==> src/lpfp_pkg.sv <==
// ----------------------------------------------------------------------------
// lpfp_pkg
// Shared types and constants for the lidar packet framer and parser.
// ----------------------------------------------------------------------------
package lpfp_pkg;

	localparam logic [7:0]  HDR0    = 8'hAA;
	localparam logic [7:0]  HDR1    = 8'h55;
	localparam logic [15:0] CS_INIT = 16'h55AA;

	// frame phase
	localparam logic [1:0] PH_HUNT = 2'd0;
	localparam logic [1:0] PH_SYNC = 2'd1;
	localparam logic [1:0] PH_BODY = 2'd2;

	// byte positions inside a packet (header is 0 and 1)
	localparam logic [9:0] POS_CT    = 10'd2;
	localparam logic [9:0] POS_LSN   = 10'd3;
	localparam logic [9:0] POS_FSA_L = 10'd4;
	localparam logic [9:0] POS_FSA_H = 10'd5;
	localparam logic [9:0] POS_LSA_L = 10'd6;
	localparam logic [9:0] POS_LSA_H = 10'd7;
	localparam logic [9:0] POS_CS_L  = 10'd8;
	localparam logic [9:0] POS_CS_H  = 10'd9;

	// result status codes
	localparam logic [1:0] ST_OK   = 2'd0;
	localparam logic [1:0] ST_CSUM = 2'd1;
	localparam logic [1:0] ST_OVER = 2'd2;

	localparam int          ANGLE_BINS   = 360;
	localparam logic [15:0] FULL_TURN    = 16'd23040;
	localparam logic [4:0]  DIV_STEPS    = 5'd15;
	localparam logic [4:0]  CORDIC_STEPS = 5'd17;

	typedef struct packed {
		logic byte_en;
		logic pend_clr;
		logic div_start;
		logic div_step;
		logic idx_inc;
		logic rd_en;
		logic cor_load;
		logic cor_step;
		logic ang_calc;
		logic pend_load;
		logic push_pend;
		logic push_final;
	} lpfp_cmd_t;

	typedef struct packed {
		logic fin;
		logic abort;
		logic idx_done;
		logic dzero;
		logic div_done;
		logic cor_done;
		logic have_pend;
		logic out_free;
	} lpfp_sts_t;

	// atan(2^-i) in 1/16384 degree
	function automatic logic [19:0] atan_lut(input logic [4:0] i);
		logic [19:0] v;
		case (i)
			5'd0:    v = 20'd737280;
			5'd1:    v = 20'd435242;
			5'd2:    v = 20'd229970;
			5'd3:    v = 20'd116736;
			5'd4:    v = 20'd58595;
			5'd5:    v = 20'd29326;
			5'd6:    v = 20'd14667;
			5'd7:    v = 20'd7334;
			5'd8:    v = 20'd3667;
			5'd9:    v = 20'd1833;
			5'd10:   v = 20'd917;
			5'd11:   v = 20'd458;
			5'd12:   v = 20'd229;
			5'd13:   v = 20'd115;
			5'd14:   v = 20'd57;
			5'd15:   v = 20'd29;
			5'd16:   v = 20'd14;
			default: v = 20'd0;
		endcase
		return v;
	endfunction

endpackage

==> src/lpfp_ram.sv <==
// ----------------------------------------------------------------------------
// lpfp_ram
// Simple dual-port RAM, one write and one registered read port.
// ----------------------------------------------------------------------------
module lpfp_ram #(
	parameter int WIDTH = 14,
	parameter int DEPTH = 64
) (
	input  logic                                    clk,
	input  logic                                    we,
	input  logic [(DEPTH > 1 ? $clog2(DEPTH) : 1)-1:0] waddr,
	input  logic [WIDTH-1:0]                        wdata,
	input  logic                                    re,
	input  logic [(DEPTH > 1 ? $clog2(DEPTH) : 1)-1:0] raddr,
	output logic [WIDTH-1:0]                        rdata
);

	logic [WIDTH-1:0] mem_q [DEPTH];

	always_ff @(posedge clk) begin
		if (we) begin
			mem_q[waddr] <= wdata;
		end
		if (re) begin
			rdata <= mem_q[raddr];
		end
	end

endmodule

==> src/lpfp_datapath.sv <==
// ----------------------------------------------------------------------------
// lpfp_datapath
// Byte framing, checksum, sample store, interpolation divider, CORDIC
// angle correction and the output register.
// ----------------------------------------------------------------------------
module lpfp_datapath
	import lpfp_pkg::*;
#(
	parameter int MAX_SAMPLES = 64
) (
	input  logic        clk,
	input  logic        arst_n,
	input  lpfp_cmd_t   cmd,
	output lpfp_sts_t   sts,
	input  logic [7:0]  rx_byte,
	input  logic        out_ready,
	output logic        out_valid,
	output logic [1:0]  status,
	output logic        has_sample,
	output logic [8:0]  angle_bin,
	output logic [13:0] distance_mm,
	output logic        last
);

	localparam int AW = (MAX_SAMPLES > 1) ? $clog2(MAX_SAMPLES) : 1;
	localparam logic signed [17:0] TURN_X3 = 18'sd69120;

	// framing state
	logic [1:0]  phase_q;
	logic [9:0]  pos_q;
	logic [7:0]  lsn_q;
	logic [15:0] fsa_w_q, lsa_w_q, rxcs_q, cs_q;
	logic [7:0]  part_q;
	logic [1:0]  j_q;
	logic [7:0]  sidx_q;
	logic        fin_q;

	logic [9:0]  end_pos;
	logic        is_end;
	logic        ram_we;
	logic [13:0] ram_rdata;

	assign end_pos = 10'd9 + {2'b0, lsn_q} + {1'b0, lsn_q, 1'b0};
	assign is_end  = (phase_q == PH_BODY) && (pos_q >= POS_CS_H) && (pos_q == end_pos);
	assign ram_we  = cmd.byte_en && (phase_q == PH_BODY) && (pos_q > POS_CS_H)
		&& (j_q == 2'd2) && ({1'b0, sidx_q} < 9'(MAX_SAMPLES));

	always_ff @(posedge clk or negedge arst_n) begin
		if (!arst_n) begin
			phase_q <= PH_HUNT;
			pos_q   <= '0;
			cs_q    <= CS_INIT;
			j_q     <= '0;
			sidx_q  <= '0;
			fin_q   <= 1'b0;
		end else if (cmd.byte_en) begin
			fin_q <= is_end;
			case (phase_q)
				PH_HUNT: begin
					if (rx_byte == HDR0) phase_q <= PH_SYNC;
				end
				PH_SYNC: begin
					if (rx_byte == HDR1) begin
						phase_q <= PH_BODY;
						pos_q   <= POS_CT;
						cs_q    <= CS_INIT;
						j_q     <= '0;
						sidx_q  <= '0;
					end else if (rx_byte != HDR0) begin
						phase_q <= PH_HUNT;
					end
				end
				default: begin
					case (pos_q)
						POS_CT:    cs_q <= cs_q ^ {8'h00, rx_byte};
						POS_LSN:   cs_q <= cs_q ^ {rx_byte, 8'h00};
						POS_FSA_L: cs_q <= cs_q ^ {8'h00, rx_byte};
						POS_FSA_H: cs_q <= cs_q ^ {rx_byte, 8'h00};
						POS_LSA_L: cs_q <= cs_q ^ {8'h00, rx_byte};
						POS_LSA_H: cs_q <= cs_q ^ {rx_byte, 8'h00};
						POS_CS_L:  ;
						POS_CS_H:  ;
						default: begin
							if (j_q == 2'd2) begin
								cs_q   <= cs_q ^ {rx_byte, 8'h00};
								j_q    <= '0;
								sidx_q <= sidx_q + 8'd1;
							end else begin
								cs_q <= cs_q ^ {8'h00, rx_byte};
								j_q  <= j_q + 2'd1;
							end
						end
					endcase
					if (is_end) begin
						phase_q <= PH_HUNT;
						pos_q   <= '0;
					end else begin
						pos_q <= pos_q + 10'd1;
					end
				end
			endcase
		end
	end

	// header fields, payload only
	always_ff @(posedge clk) begin
		if (cmd.byte_en && phase_q == PH_BODY) begin
			case (pos_q)
				POS_LSN:   lsn_q   <= rx_byte;
				POS_FSA_L: fsa_w_q <= {8'h00, rx_byte};
				POS_FSA_H: fsa_w_q <= {rx_byte, fsa_w_q[7:0]};
				POS_LSA_L: lsa_w_q <= {8'h00, rx_byte};
				POS_LSA_H: lsa_w_q <= {rx_byte, lsa_w_q[7:0]};
				POS_CS_L:  rxcs_q  <= {8'h00, rx_byte};
				POS_CS_H:  rxcs_q  <= {rx_byte, rxcs_q[7:0]};
				default: begin
					if (j_q == 2'd1) part_q <= rx_byte;
				end
			endcase
		end
	end

	// emission index and interpolation
	logic [7:0]  i_q;
	logic [14:0] q_q, dq_q;
	logic [7:0]  r_q, rem_q;
	logic [4:0]  step_q;
	logic [7:0]  div_l;
	logic        multi;
	logic [14:0] fsa, lsa;
	logic [15:0] diff_raw, diff, diff_mag;
	logic        diff_neg;
	logic [8:0]  div_t, rsum;

	assign fsa      = fsa_w_q[15:1];
	assign lsa      = lsa_w_q[15:1];
	assign diff_raw = {1'b0, lsa} - {1'b0, fsa};
	assign diff     = diff_raw[15] ? diff_raw + FULL_TURN : diff_raw;
	// start word beyond a full turn can leave the span negative: step downwards,
	// truncating toward zero
	assign diff_neg = diff[15];
	assign diff_mag = diff_neg ? 16'd0 - diff : diff;
	assign div_l    = lsn_q - 8'd1;
	assign multi    = lsn_q > 8'd1;
	assign div_t    = {rem_q, dq_q[14]};
	assign rsum     = {1'b0, r_q} + {1'b0, rem_q};

	lpfp_ram #(
		.WIDTH(14),
		.DEPTH(MAX_SAMPLES)
	) u_ram (
		.clk  (clk),
		.we   (ram_we),
		.waddr(sidx_q[AW-1:0]),
		.wdata({rx_byte[7:0], part_q[7:2]}),
		.re   (cmd.rd_en),
		.raddr(i_q[AW-1:0]),
		.rdata(ram_rdata)
	);

	// CORDIC
	function automatic logic [27:0] d_in_mul(input logic [13:0] d);
		return 28'(d) * 28'd15530;
	endfunction

	logic signed [47:0] x_q, y_q, xs, ys;
	logic signed [23:0] z_q, z_r;
	logic [13:0]        d_q;
	logic [27:0]        xm;
	logic signed [18:0] yt;
	logic signed [26:0] yt27, ym;
	logic [17:0]        d10;

	assign xm   = 28'(d_in_mul(ram_rdata));
	assign d10  = 18'({4'b0, ram_rdata}) * 18'd10;
	assign yt   = 19'sd1553 - $signed({1'b0, d10});
	assign yt27 = 27'(yt);
	assign ym   = yt27 * 27'sd218;
	assign xs   = x_q >>> step_q;
	assign ys   = y_q >>> step_q;
	assign z_r  = z_q + 24'sd128;

	// final angle
	logic signed [15:0] corr;
	logic signed [17:0] q_s, s_ang, s_wrap;
	logic [14:0]        w_ang;
	logic [15:0]        b_sum;
	logic [8:0]         bin;
	logic [8:0]         cand_bin_q, pend_bin_q;
	logic [13:0]        pend_d_q;
	logic               have_pend_q;

	always_comb begin
		corr  = z_r[23:8];
		q_s   = diff_neg ? -$signed({3'b0, q_q}) : $signed({3'b0, q_q});
		s_ang = $signed({3'b0, fsa}) + q_s + 18'(corr);
		if (s_ang < 0) begin
			s_wrap = s_ang + $signed({2'b0, FULL_TURN});
		end else if (s_ang >= TURN_X3) begin
			s_wrap = s_ang - TURN_X3;
		end else if (s_ang >= $signed({1'b0, FULL_TURN, 1'b0})) begin
			s_wrap = s_ang - $signed({1'b0, FULL_TURN, 1'b0});
		end else if (s_ang >= $signed({2'b0, FULL_TURN})) begin
			s_wrap = s_ang - $signed({2'b0, FULL_TURN});
		end else begin
			s_wrap = s_ang;
		end
		w_ang = s_wrap[14:0];
		b_sum = {1'b0, w_ang} + 16'd32;
		bin   = b_sum[14:6];
		if (bin == 9'(ANGLE_BINS)) bin = '0;
	end

	always_ff @(posedge clk or negedge arst_n) begin
		if (!arst_n) begin
			step_q      <= '0;
			have_pend_q <= 1'b0;
			i_q         <= '0;
		end else begin
			if (cmd.div_start || cmd.cor_load) step_q <= '0;
			else if (cmd.div_step || cmd.cor_step) step_q <= step_q + 5'd1;
			if (cmd.pend_clr) begin
				have_pend_q <= 1'b0;
				i_q         <= '0;
			end else begin
				if (cmd.pend_load) have_pend_q <= 1'b1;
				if (cmd.idx_inc) i_q <= i_q + 8'd1;
			end
		end
	end

	always_ff @(posedge clk) begin
		if (cmd.pend_clr) begin
			q_q <= '0;
			r_q <= '0;
		end else if (cmd.idx_inc && multi) begin
			if (rsum >= {1'b0, div_l}) begin
				r_q <= 8'(rsum - {1'b0, div_l});
				q_q <= q_q + dq_q + 15'd1;
			end else begin
				r_q <= rsum[7:0];
				q_q <= q_q + dq_q;
			end
		end
		if (cmd.div_start) begin
			dq_q  <= diff_mag[14:0];
			rem_q <= '0;
		end else if (cmd.div_step) begin
			if (div_t >= {1'b0, div_l}) begin
				rem_q <= 8'(div_t - {1'b0, div_l});
				dq_q  <= {dq_q[13:0], 1'b1};
			end else begin
				rem_q <= div_t[7:0];
				dq_q  <= {dq_q[13:0], 1'b0};
			end
		end
		if (cmd.cor_load) begin
			d_q <= ram_rdata;
			x_q <= $signed({4'b0, xm, 16'b0});
			y_q <= $signed({{5{ym[26]}}, ym, 16'b0});
			z_q <= '0;
		end else if (cmd.cor_step) begin
			if (!y_q[47]) begin
				x_q <= x_q + ys;
				y_q <= y_q - xs;
				z_q <= z_q + $signed({4'b0, atan_lut(step_q)});
			end else begin
				x_q <= x_q - ys;
				y_q <= y_q + xs;
				z_q <= z_q - $signed({4'b0, atan_lut(step_q)});
			end
		end
		if (cmd.ang_calc) cand_bin_q <= bin;
		if (cmd.pend_load) begin
			pend_bin_q <= cand_bin_q;
			pend_d_q   <= d_q;
		end
	end

	// output register
	logic over, mism;
	assign over = {1'b0, lsn_q} > 9'(MAX_SAMPLES);
	assign mism = cs_q != rxcs_q;

	always_ff @(posedge clk or negedge arst_n) begin
		if (!arst_n) begin
			out_valid <= 1'b0;
		end else if (cmd.push_pend || cmd.push_final) begin
			out_valid <= 1'b1;
		end else if (out_ready) begin
			out_valid <= 1'b0;
		end
	end

	always_ff @(posedge clk) begin
		if (cmd.push_pend) begin
			status      <= ST_OK;
			has_sample  <= 1'b1;
			angle_bin   <= pend_bin_q;
			distance_mm <= pend_d_q;
			last        <= 1'b0;
		end else if (cmd.push_final) begin
			last <= 1'b1;
			if (over || mism || !have_pend_q) begin
				status      <= over ? ST_OVER : (mism ? ST_CSUM : ST_OK);
				has_sample  <= 1'b0;
				angle_bin   <= '0;
				distance_mm <= '0;
			end else begin
				status      <= ST_OK;
				has_sample  <= 1'b1;
				angle_bin   <= pend_bin_q;
				distance_mm <= pend_d_q;
			end
		end
	end

	assign sts.fin       = fin_q;
	assign sts.abort     = over || mism;
	assign sts.idx_done  = i_q == lsn_q;
	assign sts.dzero     = ram_rdata == '0;
	assign sts.div_done  = step_q == DIV_STEPS;
	assign sts.cor_done  = step_q == CORDIC_STEPS;
	assign sts.have_pend = have_pend_q;
	assign sts.out_free  = !out_valid || out_ready;

endmodule

==> src/lpfp_ctrl.sv <==
// ----------------------------------------------------------------------------
// lpfp_ctrl
// Sequencer: byte intake, end-of-packet decision and per-sample emission.
// ----------------------------------------------------------------------------
module lpfp_ctrl
	import lpfp_pkg::*;
(
	input  logic      clk,
	input  logic      arst_n,
	input  logic      in_valid,
	output logic      in_ready,
	input  lpfp_sts_t sts,
	output lpfp_cmd_t cmd
);

	typedef enum logic [3:0] {
		S_IDLE, S_BYTE, S_CHECK, S_DIV, S_NEXT, S_RDWAIT, S_COR, S_ANG, S_STORE, S_FINAL
	} state_t;

	state_t state_q, state_d;

	assign in_ready = state_q == S_IDLE;

	always_comb begin
		cmd     = '0;
		state_d = state_q;
		case (state_q)
			S_IDLE: begin
				if (in_valid) begin
					cmd.byte_en = 1'b1;
					state_d     = S_BYTE;
				end
			end
			S_BYTE: state_d = sts.fin ? S_CHECK : S_IDLE;
			S_CHECK: begin
				cmd.pend_clr = 1'b1;
				if (sts.abort) begin
					state_d = S_FINAL;
				end else begin
					cmd.div_start = 1'b1;
					state_d       = S_DIV;
				end
			end
			S_DIV: begin
				if (sts.div_done) state_d = S_NEXT;
				else cmd.div_step = 1'b1;
			end
			S_NEXT: begin
				if (sts.idx_done) begin
					state_d = S_FINAL;
				end else begin
					cmd.rd_en = 1'b1;
					state_d   = S_RDWAIT;
				end
			end
			S_RDWAIT: begin
				if (sts.dzero) begin
					cmd.idx_inc = 1'b1;
					state_d     = S_NEXT;
				end else begin
					cmd.cor_load = 1'b1;
					state_d      = S_COR;
				end
			end
			S_COR: begin
				if (sts.cor_done) state_d = S_ANG;
				else cmd.cor_step = 1'b1;
			end
			S_ANG: begin
				cmd.ang_calc = 1'b1;
				state_d      = S_STORE;
			end
			S_STORE: begin
				// hold the newest result back until we know whether it is the last
				if (!sts.have_pend || sts.out_free) begin
					cmd.push_pend = sts.have_pend;
					cmd.pend_load = 1'b1;
					cmd.idx_inc   = 1'b1;
					state_d       = S_NEXT;
				end
			end
			S_FINAL: begin
				if (sts.out_free) begin
					cmd.push_final = 1'b1;
					state_d        = S_IDLE;
				end
			end
			default: state_d = S_IDLE;
		endcase
	end

	always_ff @(posedge clk or negedge arst_n) begin
		if (!arst_n) begin
			state_q <= S_IDLE;
		end else begin
			state_q <= state_d;
		end
	end

endmodule

==> src/lidar_packet_framer_parser.sv <==
// ----------------------------------------------------------------------------
// lidar_packet_framer_parser
// Frames lidar scan packets from a byte stream, checks them and emits
// per-sample angle bin and distance updates.
//
// Channel   Dir  Handshake             Payload
// input     in   in_valid/in_ready     rx_byte
// output    out  out_valid/out_ready   status, has_sample, angle_bin,
//                                      distance_mm, last
//
// A byte passes through the sequencer's idle and byte states; non-final bytes
// give no output. At a packet's last byte: a check and an interpolation divide,
// then per stored sample a RAM read plus, when nonzero, CORDIC rotation, angle
// calculation and a store. Results leave through an output register; a stalled
// output holds the sequencer, and input is taken only between packets' work.
// Reset is asynchronous and needs no clearing pass.
// ----------------------------------------------------------------------------
module lidar_packet_framer_parser
	import lpfp_pkg::*;
#(
	parameter int MAX_SAMPLES = 64
) (
	input  logic        clk,
	input  logic        arst_n,
	input  logic        in_valid,
	output logic        in_ready,
	input  logic [7:0]  rx_byte,
	output logic        out_valid,
	input  logic        out_ready,
	output logic [1:0]  status,
	output logic        has_sample,
	output logic [8:0]  angle_bin,
	output logic [13:0] distance_mm,
	output logic        last
);

	lpfp_cmd_t cmd;
	lpfp_sts_t sts;

	lpfp_ctrl u_ctrl (
		.clk     (clk),
		.arst_n  (arst_n),
		.in_valid(in_valid),
		.in_ready(in_ready),
		.sts     (sts),
		.cmd     (cmd)
	);

	lpfp_datapath #(
		.MAX_SAMPLES(MAX_SAMPLES)
	) u_dp (
		.clk        (clk),
		.arst_n     (arst_n),
		.cmd        (cmd),
		.sts        (sts),
		.rx_byte    (rx_byte),
		.out_ready  (out_ready),
		.out_valid  (out_valid),
		.status     (status),
		.has_sample (has_sample),
		.angle_bin  (angle_bin),
		.distance_mm(distance_mm),
		.last       (last)
	);

endmodule
==> config.mk <==
export PLATFORM = sky130hd
export DESIGN_NAME = lidar_packet_framer_parser
export DESIGN_NICKNAME = d
export VERILOG_FILES = /design/src/lpfp_pkg.sv /design/src/lpfp_ram.sv /design/src/lpfp_datapath.sv /design/src/lpfp_ctrl.sv /design/src/lidar_packet_framer_parser.sv
export SDC_FILE = /design/constraint.sdc
export NUM_CORES = 2
export LEC_CHECK = 0
export ABC_CLOCK_PERIOD_IN_PS = 8600
export BUFFER_PORTS_ARGS = -buffer_cell sky130_fd_sc_hd__buf_4
export CORE_MARGIN = 5
export CORE_UTILIZATION = 32
export DETAILED_ROUTE_END_ITERATION = 10
export GPL_ROUTABILITY_DRIVEN = 0
export RECOVER_POWER = 100
export SLEW_MARGIN = 15
export SYNTH_ARGS = -nofsm -noshare
export SYNTH_HDL_FRONTEND = slang
export SYNTH_HIERARCHICAL = 1
export SYNTH_SLANG_ARGS = --single-unit
==> constraint.sdc <==
create_clock -name clk -period 8.6 [get_ports clk]
set_clock_uncertainty 0.05 [all_clocks]
set_input_delay 0.86 -clock clk [delete_from_list [all_inputs] [get_ports clk]]
set_output_delay 0.86 -clock clk [all_outputs]
set_load 0.02 [all_outputs]
Word level (Yosys, flattened, before mapping)
Memories as Yosys holds them, arrays and structs flattened. A register that Yosys moved wholly into a read port is not among the register bits.
Cells that the tools add are included.
Widths: inputs -> output; s select.
- add/subtract/negate cells: 32
- multipliers: 3
- divide/modulo/power cells: 0
- order comparisons: 11
- equality and inequality tests: 40
- shifts and indexed selects: 2
- mux-type cells: 99
- bitwise gates (word level): 7
- reductions and logical operators: 50
- operator list (cell ; number):
    $mux 48 ; 4
    $pmux 16 s2 ; 4
    $mux 15 ; 8
    $mux 20 ; 6
    $add 48x48->48 ; 2
    $sshr 48x5->48 ; 2
    $sub 48x48->48 ; 2
    $mux 44 ; 2
    $mux 8 ; 7
    $mux 16 ; 3
    $pmux 16 s3 ; 1
    $mux 14 ; 3
    $eq 10x3->1 const B ; 4
    $pmux 4 s10 ; 1
    $sub 15x15->15 const B ; 2
    $mux 2 ; 14
    $mux 4 ; 7
    $mul 14x13->27 const B ; 1
    $mux 9 ; 3
    $mul 19x8->26 const B ; 1
    $mux 1 ; 25
    $add 24x21->24 ; 1
    $add 24x9->24 const B ; 1
    $mux 24 ; 1
    other kinds (79) ; 139
- register bits: 361
- bits in latches: 0
- bits in writable memories: 896
- ROM bits: 1280
- bits of input ports: 12
- output and inout port bits: 29
- logic and storage cells: 284
- memories: 3
- memories (name ; depth ; width ; read ports ; clocked after Yosys merged registers in ; write ports ; RTL line ; source):
    u_dp.u_ram.mem_q ; 64 ; 14 ; 1 ; 1 ; 1 ; lpfp_ram.sv:18 ; logic [WIDTH-1:0] mem_q [DEPTH];
    (name not given) ; 32 ; 20 ; 1 ; 0 ; 0 ; lpfp_pkg.sv:65 ; case (i)
    (name not given) ; 32 ; 20 ; 1 ; 0 ; 0 ; lpfp_pkg.sv:65 ;

Depth between registers and ports, before layout
- depth after elaboration: 13
- mapped depth: 39
- mapped depth without buffers: 37

By module
Netlist, hierarchy kept.
- modules (own cells, without submodules) (module ; instances ; cells an instance ; area each (um^2) ; seq. area each (um^2)):
    lpfp_datapath ; 1 ; 4450 ; 40512.6 ; 9369.0
    lpfp_ram ; 1 ; 1520 ; 34805.9 ; 27326.2
    lpfp_ctrl ; 1 ; 56 ; 479.2 ; 100.1

Worst setup path after synthesis
No wires, ideal clock.
- path kind: register to register
- start point: register u_dp.fsa_w_q[3]
- end point: register u_dp.cand_bin_q[3] (data pin)
- library setup time: 258 ps
- arrival: 8141 ps
- data required time: 8292 ps
- setup slack: 150 ps
- stages on the path, launching flop included: 38
- buffers on the path: 2
- clock period less this slack: 8450 ps
- cells stage by stage: edfxtp_1 inv_1 ha_1 o211ai_1 a21oi_1 o31a_1 a21o_1 a21o_1 xor2_1 ha_1 a21oi_1 a21oi_1 or3_1 clkbuf_1 clkbuf_1 a21oi_1 xnor2_1 fa_1 (+2 left out) and3_1 a221oi_1 o21a_1 o221a_2 ha_1 nand3_1 or3_1 o311ai_1 a31oi_1 o21a_2 a311o_1 a31oi_1 xnor2_1 nand2_1 or4_1 a311o_1 nor2_1 nor2_1
- word-level cells in the longest chain between the ends: 13
- elaborated cells between the ends (all ways): 20
- classes of those cells: add/sub: 9; order compare: 4; eq/ne: 1; mux: 6
- ends and longest elaborated chain (element ; RTL line ; source):
    start: declaration ; lpfp_datapath.sv:32 ; logic [15:0] fsa_w_q, lsa_w_q, rxcs_q, cs_q;
    start signal: assignment ; lpfp_datapath.sv:110 ; POS_FSA_L: fsa_w_q <= {8'h00, rx_byte};
    start signal: assignment ; lpfp_datapath.sv:111 ; POS_FSA_H: fsa_w_q <= {rx_byte, fsa_w_q[7:0]};
    $sub 15x15->16 ; lpfp_datapath.sv:137 ; assign diff_raw = {1'b0, lsa} - {1'b0, fsa};
    $add 16x15->16 ; lpfp_datapath.sv:138 ; assign diff = diff_raw[15] ? diff_raw + FULL_TURN : diff_raw;
    $mux 16 ; lpfp_datapath.sv:138 ;
    $mux 18 ; lpfp_datapath.sv:195 ; q_s = diff_neg ? -$signed({3'b0, q_q}) : $signed({3'b0, q_q});
    $add 16x18->18 (*) ; lpfp_datapath.sv:196 ; s_ang = $signed({3'b0, fsa}) + q_s + 18'(corr);
    $add 18x16->18 (*) ; lpfp_datapath.sv:196 ;
    $sub 15x15->15 / $ge 18x16->1 (equally long branches) ; lpfp_datapath.sv:204, lpfp_datapath.sv:203 ;
    $mux 15 ; lpfp_datapath.sv:203 ; end else if (s_ang >= $signed({2'b0, FULL_TURN})) begin
    $mux 15 ; lpfp_datapath.sv:201 ; end else if (s_ang >= $signed({1'b0, FULL_TURN, 1'b0})) begin
    $mux 15 ; lpfp_datapath.sv:199 ; end else if (s_ang >= TURN_X3) begin
    $mux 15 (*) ; lpfp_datapath.sv:197 ; if (s_ang < 0) begin
    $add 15x6->15 (*) ; lpfp_datapath.sv:209 ; b_sum = {1'b0, w_ang} + 16'd32;
    $eq 9x9->1 ; lpfp_datapath.sv:211 ; if (bin == 9'(ANGLE_BINS)) bin = '0;
    end signal: assignment ; lpfp_datapath.sv:273 ; if (cmd.ang_calc) cand_bin_q <= bin;
    end: declaration ; lpfp_datapath.sv:189 ; logic [8:0] cand_bin_q, pend_bin_q;
Every way passes the cells marked *; elsewhere a longest branch is shown, timed or not.
A chain may end at the register's enable or synchronous reset.

Final worst setup path
- start point: register u_dp.fsa_w_q[3]
- end point: register u_dp.cand_bin_q[5] (data pin)
Same word-level chain as after synthesis.

==> results by stage <==
Run status:
- The flow ran to the end, but the final reports show violations.
- The final reports fail on capacitance limit, slew limit.

Run:
- The tool flagged a number of max-cap violations equal to 21.

CTS:
- The number of CTS-inserted buffers is 133.
- The root buffer cell is sky130_fd_sc_hd__clkbuf_16.
- TritonCTS built the clock tree.
- The clock reaches the later pin of the worst-skew pair after 0.78 ns.
- Clock-pin slew was measured on the worst setup and hold paths at 0.07 ns.
- CTS saw 1267 sinks.
- The maximum clock insertion buffer count is 3.
- The H-tree depth reported by CTS is 4.

Timing:
- The smallest clock period supported by the final layout is computed as 8.23 ns.
- The post-route clock period utilization is 0.957.
- The number of hold violations in the final report was 0.
- For this run, the top clock speed supported by timing is 0.121 GHz.
- The number of pins exceeding their max-slew limit in the final report was 1219.
- The worst slew margin relative to its limit is -1.66.
- The final-report setup violation count is 0.
- The measured slew at the worst slew-check pin is 3.99 ns.
- For the final routed database, the setup TNS stands at 0 ns.

Routing:
- The remaining design rule violation count is 0.
- After detailed routing, the total wire length is 200000 um.
- The routed length per placed instance is 21.5 um.
- The count of routing violations after the opening detailed-route iteration is 4509.
- The number of nets with antenna violations after routing is 0.
- The vias after detailed routing is 50002.
- Using the TritonRoute via totals, the vias-per-cell ratio works out to 5.37.
- The first detailed-routing pass ran for 6 iterations.

Critical path:
- Among all stages on the critical path, the largest delay is contributed by sky130_fd_sc_hd__or4_1.
- The highest cell delay on the worst timing path is 0.47 ns.
- The type of the worst setup path is flip-flop to flip-flop.
- The critical path launch point is u_dp/fsa_w_q[3]$_DFFE_PP_.
- The worst setup path is captured at a flip-flop.
- Counting both buffers and inverters, the worst setup path holds a total of 2.
- The arrival time at the worst endpoint is 8.70 ns.
- The worst register-to-register path begins at u_dp/fsa_w_q[3]$_DFFE_PP_.
- Data on the critical path is required at its endpoint by 9.07 ns.
- The critical path startpoint category is a flip-flop.
- The largest driver fanout on the critical path is 6.
- The kind of cell adding the most delay to the critical path is compound AO/OA/AOI/OAI gates.

Yosys:
- The number of warnings printed during yosys synthesis is 6.
- The share of synthesized registers carrying an async set or reset is 0.0458.
- The most common flop cell mapped by yosys is sky130_fd_sc_hd__edfxtp_1.
- Synthesis handed over a netlist of 6026 instances.
- Synthesis produced a netlist with a net count of 6575.
- The number of distinct library cells after synthesis is 119.
- Of the synthesized area, sequential elements account for 0.485.
- After synthesis, the mean cell area works out to 12.6 um^2.
- The cell area after synthesis is 0.0758 mm^2.
- The number of storage elements in the synthesis netlist is 1267.
- In this run, synthesis inferred 1112 flip-flops with an integrated enable.

Floorplan:
- For this design the top-level I/O count stands at 41.
- The die height is 497 um.
- After floorplanning, the core was sized to cover 0.235 mm^2.
- The cell row count is 178.
- The area of the die is 0.247 mm^2.
- For this configuration, the core starts out at a cell density of 0.322.
- Measured along the x axis, the die boundary spans 497 um.

Placement:
- The post-DP HPWL is 138000 um.
- The placed cell count is 9067.
- The count of buffers added on input and output ports is 40.
- The instance area at placement is 0.0799 mm^2.

Global route:
- Across every metal layer, demand over resource in global routing totals 0.159.
- The number of antenna violations at the first check in global routing was 5.
- The first global-routing pass estimated 305000 um of wire.
- The via count of the first global-routing pass was 49097.
- The pin count of the biggest net entering global routing is 122.
- After global routing the overflow that remains totals 0.

Final layout:
- Of the cells placed in the final design, the portion with a size suffix greater than 1 is 0.142.
- Summing all non-filler instances in the final layout gives an area of 0.0841 mm^2.
- The top cell types in the final layout, fill and taps aside, are sky130_fd_sc_hd__edfxtp_1 (1112), sky130_fd_sc_hd__nor2_1 (434), sky130_fd_sc_hd__ha_1 (393), sky130_fd_sc_hd__mux4_2 (350), sky130_fd_sc_hd__nand2_1 (345).
- The layout overhead on the synthesized area is 11.0%.
- At the end of the flow the core is filled with cells to 0.357.
- The final layout contains 6610 nets.
- Leaving out filler cells and counting taps, the final layout contains 9320.
- Leaving out fill and tap cells, the most frequent cell in the layout is sky130_fd_sc_hd__edfxtp_1.

Worst hold path:
- The min-delay analysis places its worst path in the category flip-flop to flip-flop.
- The beginning of the worst hold path is u_dp/d_q[11]$_DFFE_PP_.
-- per-layer routing --
metal  vias to the layer above  GRT usage  share of wire
met3                       336     0.0247          0.060
met4                         0     0.0482          0.032
met2                      1601      0.263           0.48
met5                         -          0              0
li1                      22763          -              -
met1                     25302      0.214           0.43
-- repair_timing --
action	in CTS	in global routing
cloned	0	1
setup buffers	0	8
hold buffers	0	0
endpoints found under the setup margin	1	10
pin swaps	0	10
gates resized for setup	1	33
-- worst paths after layout --
check / slack (ns) / depth (start not counted) / endpoint
setup / recovery: 0.37 / 35 / u_dp/cand_bin_q[5]$_SDFFCE_PN0P_
hold / removal: 0.37 / 0 / u_dp/pend_d_q[11]$_DFFE_PP_
setup reg to reg: 0.37 / 35 / u_dp/cand_bin_q[5]$_SDFFCE_PN0P_
hold reg to reg: 0.37 / 0 / u_dp/pend_d_q[11]$_DFFE_PP_
max in group asynchronous: 4.63 / 1 / u_dp/step_q[4]$_DFFE_PN0P_
min in group asynchronous: 1.28 / 1 / u_dp/cs_q[2]$_DFFE_PN0P_
-- Yosys cell counts (all sizes together) (90+ instances only) --
master  number  area [um^2]
nor2       486         1840
dfxtp       97         1940
edfxtp    1112        33400
inv        314         1180
buf        131          820
xor2       183         1600
a21o       104          781
fa         140         2800
clkbuf     138          518
xnor2      268         2350
o21ai      255         1280
ha         397         4970
mux2i      141         1440
nor3        90          482
nand2      349         1320
a21oi      328         1660
mux4       360         8150
-- cell families (layout without fill, tap and decap cells) --
logic type | after synthesis | count (layout) | synth area share
fa+ha+maj | 537 | 537 | 0.103
xor+xnor | 452 | 452 | 0.0524
simple gates | 1464 | 1465 | 0.0948
buf+inv | 586 | 726 | 0.0333
mux | 549 | 549 | 0.134
compound gates | 1171 | 1171 | 0.0979
flops | 1267 | 1267 | 0.485
other cells | 0 | 3 | 0
-- through the flow --
stage	hold slack (ns)	setup WS (ns)
2_1_floorplan	0.350	0.150
3_3_place_gp	0.351	0.148
3_5_place_dp	0.356	0.0224
4_1_cts	0.134	0.0846
5_1_grt	0.373	-0.0555
6_report	0.368	0.367
-- final cells by class --
type                            instances  area [um^2]
Fill cell                           22688       151000
Sequential cell                      1267        36800
Multi-Input combinational cell       4174        36800
Tap cell                             3150         3940
Clock buffer                          174         3580
Inverter                              317         1190
Timing Repair Buffer                  168         1100
Clock inverter                         67          718
Antenna cell                            3         7.51
-- registers in the layout, summed over array words and instances (netlist names), 10 cells and up --
name              count
u_dp/pend_d_q        14
u_dp/d_q             14
u_dp/dq_q            15
u_dp/fsa_w_q         15
u_dp/rxcs_q          16
u_dp/cs_q            16
u_dp/x_q             48
u_dp/q_q             15
u_dp/u_ram/rdata     14
u_dp/u_ram/mem_q    896
u_dp/distance_mm     14
u_dp/y_q             48
u_dp/z_q             24
u_dp/lsa_w_q         15
u_dp/pos_q           10
Power is left out: the tool's default activity adds up to more than one toggle a clock period on the data nets, which glitch-free logic cannot reach.
